**src/sv/ebfa_pkg.sv**
```systemverilog
// Package for the exponent-binned double accumulator.
// Holds opcodes, the queued item type, state types and IEEE constants.
// No dependencies.
package ebfa_pkg;

    localparam logic OP_ACC  = 1'b0;
    localparam logic OP_READ = 1'b1;

    localparam int EXP_W  = 11;
    localparam int FRAC_W = 52;

    localparam logic [EXP_W-1:0] EXP_MAX   = 11'h7FF;
    localparam logic [63:0]      CANON_NAN = 64'h7FF8_0000_0000_0000;

    typedef struct packed {
        logic             op;
        logic [EXP_W-1:0] bin;
        logic [63:0]      value;
    } t_item;

    typedef enum logic [2:0] {
        B_CLEAR,
        B_IDLE,
        B_ACC_RD,
        B_ACC_WAIT,
        B_SUM_RD,
        B_SUM_WAIT
    } t_bstate;

    typedef enum logic [2:0] {
        A_IDLE,
        A_ALIGN,
        A_ADD,
        A_NORM,
        A_ROUND
    } t_astate;

endpackage

```
**src/sv/ebfa_front.sv**
```systemverilog
// Front end: accepts items, maps each value to its bin, and queues them.
// Depends on ebfa_pkg.
module ebfa_front #(
    parameter int BIN_COUNT = 2048
) (
    input  logic                i_clk,
    input  logic                i_rst_n,
    input  logic                start,
    output logic                busy,
    input  logic                i_opcode,
    input  logic [63:0]         i_value,
    input  logic                i_clearing,
    input  logic                i_pop,
    output logic                o_head_valid,
    output ebfa_pkg::t_item     o_head
);

    ebfa_pkg::t_item        r_q [2];
    logic [1:0]             r_cnt;
    ebfa_pkg::t_item        w_new;
    logic                   w_push;
    logic [ebfa_pkg::EXP_W-1:0] w_exp;
    logic                   w_sat;

    assign w_exp = i_value[62:52];
    assign w_sat = {1'b0, w_exp} >= 12'(BIN_COUNT);

    always_comb begin
        w_new.op    = i_opcode;
        w_new.bin   = w_sat ? ebfa_pkg::EXP_W'(BIN_COUNT - 1) : w_exp;
        w_new.value = i_value;
    end

    assign busy         = (r_cnt == 2'd2) || i_clearing;
    assign w_push       = start && !busy;
    assign o_head_valid = (r_cnt != 2'd0);
    assign o_head       = r_q[0];

    always_ff @(posedge i_clk) begin
        if (!i_rst_n) begin
            r_cnt <= 2'd0;
        end else begin
            if (w_push && i_pop) begin
                r_cnt <= r_cnt;
            end else if (w_push) begin
                r_cnt <= r_cnt + 2'd1;
            end else if (i_pop) begin
                r_cnt <= r_cnt - 2'd1;
            end
        end
    end

    always_ff @(posedge i_clk) begin
        if (w_push && i_pop) begin
            if (r_cnt == 2'd1) begin
                r_q[0] <= w_new;
            end else begin
                r_q[0] <= r_q[1];
                r_q[1] <= w_new;
            end
        end else if (w_push) begin
            r_q[r_cnt[0]] <= w_new;
        end else if (i_pop) begin
            r_q[0] <= r_q[1];
        end
    end

endmodule

```
**config.mk**
```make
export PLATFORM = sky130hd
export DESIGN_NAME = ebfa_front
export DESIGN_NICKNAME = d
export VERILOG_FILES = /design/src/sv/ebfa_pkg.sv /design/src/sv/ebfa_front.sv
export SDC_FILE = /design/constraint.sdc
export NUM_CORES = 1
export LEC_CHECK = 0
export ABC_CLOCK_PERIOD_IN_PS = 7800
export BUFFER_PORTS_ARGS = -buffer_cell sky130_fd_sc_hd__buf_2
export CAP_MARGIN = 0
export CORE_MARGIN = 2
export CORE_UTILIZATION = 30
export DETAILED_ROUTE_END_ITERATION = 10
export GPL_TIMING_DRIVEN = 0
export PLACE_DENSITY = 0.61
export SKIP_CTS_REPAIR_TIMING = 1
export SLEW_MARGIN = 20
export SYNTH_ARGS = -nofsm -noshare
export SYNTH_HDL_FRONTEND = slang
export SYNTH_SLANG_ARGS = --single-unit
export TNS_END_PERCENT = 50
```
**constraint.sdc**
```tcl
create_clock -name i_clk -period 7.8 [get_ports i_clk]
set_input_delay 0 -clock i_clk [delete_from_list [all_inputs] [get_ports i_clk]]
set_output_delay 0 -clock i_clk [all_outputs]
set_load 0.005 [all_outputs]
```
After elaboration in Yosys (flattened, before gate mapping)
Memory sizes are Yosys's and may differ from the RTL's.
Index checks and enable logic that the tools add are counted.
Storage, ports and cells
  flip-flop bits (word level): 2
  RAM bits: 152
  input port bits: 70
  logic and storage cells: 37
  memories: 1
Cells by class
  add/subtract/negate cells: 2
  eq/ne operators: 2
  multiplexer cells: 20
  bitwise operators: 3
  reductions and logical operators: 8
Memories
  r_q: words 2, bits a word 76, rd ports 2, clocked after memory_dff 0, wr ports 2, line ebfa_front.sv:18  | ebfa_pkg::t_item r_q [2];
Operators with widths (number)
  $mux 76: 3
  $reduce_or 76->1: 1
  $mux 1: 15
  $mux 2: 2
  $reduce_bool 2->1: 2
  $add 2x1->2 const B: 1
  $eq 2x1->1 const B: 1
  $eq 2x2->1 const B: 1
  $logic_and 1x1->1: 2
  $or 1x1->1: 2
  $reduce_and 2->1: 1
  $sub 2x1->2 const B: 1
  $logic_not 1->1: 1
  $logic_or 1x1->1: 1
  $not 1->1: 1

Logic depth before layout (Yosys ltp)
  word-level depth: 10
  depth in mapped cells: 11
  mapped depth without buffers: 9

Worst setup path before layout
Ideal clock, no wire load.
  path type: flip-flop to flip-flop
  start point: reg r_cnt[0]
  end point: mem r_q[1][0] in the netlist's numbering, enable pin
  arrival time: 6.719 ns
  required time: 7.185 ns
  slack: 0.466 ns
  cell stages (with the launch flop): 8
  clock period less this slack: 7.334 ns
  path through: dfxtp_1 > inv_1 > ha_1 > nor3b_4 > inv_1 > ha_1 > nand2b_1 > o21ai_0
RTL lines
  start, declared: line ebfa_front.sv:19  | logic [1:0] r_cnt;
  start signal, assigned: line ebfa_front.sv:44  | r_cnt <= r_cnt;
  start signal, assigned: line ebfa_front.sv:46  | r_cnt <= r_cnt + 2'd1;
  start signal, assigned: line ebfa_front.sv:48  | r_cnt <= r_cnt - 2'd1;
  end, declared: line ebfa_front.sv:18

==> reports/summary.json <==
{
  "synth_edf_count": 152,
  "synth-warning-count": 0,
  "dpl.cell_count": 930,
  "final_worst_setup_slack_ns": 4.728,
  "final_min_period_over_clock_period_pct": 39.39,
  "ant_nets": 0,
  "post_detailed_placement_half_perimeter_wirelength_mm": 9.680,
  "switchingPower_uw": 585.5,
  "cts_max_path_buffers": 2,
  "syn-instance-count": 498,
  "die_area_um2": 23380,
  "syn-mean-instance-area_um2": 13.36,
  "end_kind": "flip-flop",
  "drt_first_iter_violations": 211,
  "finalNonFillerCells": 1028,
  "fin_nets": 811,
  "switching_share_pct": 25.02,
  "tritoncts_clock_tree": "built",
  "critical_path.max_fanout": 10,
  "wirelength_mm": 15.37,
  "yosysUniqueCellTypes": 25,
  "fp.coreArea_um2": 21820,
  "floorplan.die.width_um": 152.9,
  "place_area_um2": 7895,
  "power.density_cell_area_nw_per_um2": 255.6,
  "comb_power_share_pct": 16.3,
  "power.static_leakage_nw": 3.730,
  "effective_utilization_at_floorplan_pct": 30.48,
  "maxSlewHeadroom_pct": 49.93,
  "power_frac_clock_pct": 36.6,
  "power.ir.vdd_worst_v": 0.0001285,
  "final_area_um2": 9155,
  "detail_routed_via_count_per_cell": 4.347,
  "mostFrequentLayoutCell": "sky130_fd_sc_hd__nand2_1",
  "num_vias": 4469,
  "place_congestion": 0.7042,
  "wire_length_of_the_first_global_routing_pass_mm": 23.43,
  "h-tree-depth": 4,
  "run_status": "finished, final reports clean",
  "first_pass_iters": 4,
  "most-common-layout-cells": "218 x sky130_fd_sc_hd__nand2_1, 152 x sky130_fd_sc_hd__buf_2, 152 x sky130_fd_sc_hd__edfxtp_1, 66 x sky130_fd_sc_hd__dlygate4sd3_1, 40 x sky130_fd_sc_hd__mux2_1",
  "layout.core_utilization_pct": 41.95,
  "floorplan.rows": 54,
  "worst-endpoint-arrival_ns": 3.36,
  "holdWs_ns": 0.1472,
  "worst-r2r-setup-slack_ns": 4.73,
  "drc": 0,
  "cp-start-kind": "flip-flop",
  "grt-ovfl-total": 0,
  "placement.setup.worst_slack_ns": 4.631,
  "required_time_worst_endpoint_ns": 8.09,
  "first_global_vias": 4292,
  "finalSetupViolations": 0,
  "timing.max_cap.violations": 0,
  "finClkSkew_ns": 0.007667,
  "seq_power_share_pct": 47.1,
  "critical_path_class": "flip-flop to flip-flop",
  "power_report.internal_total_mw": 1.755,
  "average_wire_per_cell_in_the_routed_design_um": 14.95,
  "syn_nets": 574,
  "cts.sink_count": 154,
  "drive_gt1_share_pct": 31.42,
  "rsz0062_at_grt": "no",
  "clockRootBuffer": "sky130_fd_sc_hd__clkbuf_16",
  "report.final.slew_viol_count": 0,
  "grt_start_max_net_pins": 54,
  "hold_violations": 0,
  "cts.clk_slew.worst_paths_ns": 0.07,
  "antenna_found_initial": 0,
  "die-height_um": 152.9,
  "worstMarginPinSlew_ns": 0.7482,
  "pin_count": 148,
  "seq_area_frac_synth_pct": 69.21,
  "areaGrowthSynthToFinish_pct": 37.62,
  "clkLatencyLatePin_ns": 0.42,
  "synth_async_sr_flop_share_pct": 0,
  "synth-seq-cells": 154,
  "grtUsageTotal_pct": 12.90,
  "leading_register_cell_type_out_of_synthesis": "sky130_fd_sc_hd__edfxtp_1",
  "antenna_cells_inserted": 0,
  "max_clock_freq_mhz": 325.5,
  "worstHoldPathType": "primary input to flip-flop",
  "cts_made_buffers": 17,
  "port-buffer-count": 147,
  "syn_area_um2": 6653,
  "period_needed_ns": 3.072
}
## registers in the layout, summed over array words and instances, names as in the netlist
signal / cells
r_cnt: 2
r_q: 152
## metal layers
metal | track usage [%] | vias up | share of wire (%)
met5 | 0 | - | 0
met4 | 4.233 | 0 | 1.2
met3 | 3.686 | 12 | 4.5
met2 | 21.12 | 118 | 48
met1 | 16.54 | 2119 | 46
li1 | - | 2220 | -
## cell families after synthesis
logic type,synth area share [%]
XOR/XNOR,0.2634
buffers and inverters,2.577
AND/OR/NAND/NOR,13.56
flip-flops,69.21
multiplexers,12.86
AO/OA/AOI/OAI,0.3950
adder cells (fa/ha/maj),1.128
## metrics by stage
step	power, mW	setup TNS, ns
5_1_grt	2.449	0
2_1_floorplan	1.311	0
3_5_place_dp	1.483	0
4_1_cts	2.351	0
3_3_place_gp	1.474	-254.93
6_report	2.340	0
## power groups by stage
stage / combinational (mW) / clock [mW] / sequential [mW]
2_1_floorplan: 0.175 / 0 / 1.14
3_3_place_gp: 0.329 / 0 / 1.14
3_5_place_dp: 0.365 / 0 / 1.12
4_1_cts: 0.366 / 0.882 / 1.10
5_1_grt: 0.423 / 0.913 / 1.11
6_report: 0.382 / 0.857 / 1.10
## Yosys cell counts (all sizes together), types with 2 or more instances
cell,count,area [µm²]
ha,6,75.07
nand3b,3,22.52
and2,2,12.51
mux2,76,855.8
buf,13,118.9
nor3b,2,26.28
clkbuf,10,37.54
o21ai,3,18.77
nand2,218,818.3
inv,4,15.01
edfxtp,152,4564
dfxtp,2,40.04
## worst max-delay path, cell delays in order (launching register included)
cell and delay, ns:
sky130_fd_sc_hd__dfxtp_1 0.41, sky130_fd_sc_hd__inv_1 0.09, sky130_fd_sc_hd__ha_1 0.24, sky130_fd_sc_hd__nor3b_4 0.30, sky130_fd_sc_hd__inv_1 0.13, sky130_fd_sc_hd__ha_1 0.40, sky130_fd_sc_hd__nand3b_1 0.15, sky130_fd_sc_hd__clkbuf_1 0.53
sky130_fd_sc_hd__clkbuf_1 0.48, sky130_fd_sc_hd__nand2_1 0.10, sky130_fd_sc_hd__nand2_1 0.09
## area by class of cell
type / instances / area [µm²]
fill: 2075 / 12670
sequential: 154 / 4604
multi-input combinational: 317 / 1896
timing repair buffer: 218 / 1534
clock buffer: 18 / 429.2
tap: 280 / 350.3
clock inverter: 14 / 170.2
buffer: 23 / 156.4
inverter: 4 / 15.01
## path summary, 6_finish.rpt
path / from / endpoint / cells after the start
worst max-delay path: r_cnt[0]$_SDFFE_PN0P_ / r_q[1][43]$_DFFE_PP_ / 10
worst min-delay path: i_clearing / r_cnt[1]$_SDFFE_PN0P_ / 5
worst max register to register: r_cnt[0]$_SDFFE_PN0P_ / r_q[1][43]$_DFFE_PP_ / 10
worst min register to register: r_q[1][18]$_DFFE_PP_ / r_q[1][18]$_DFFE_PP_ / 2
(Power assumes the default switching activity.)
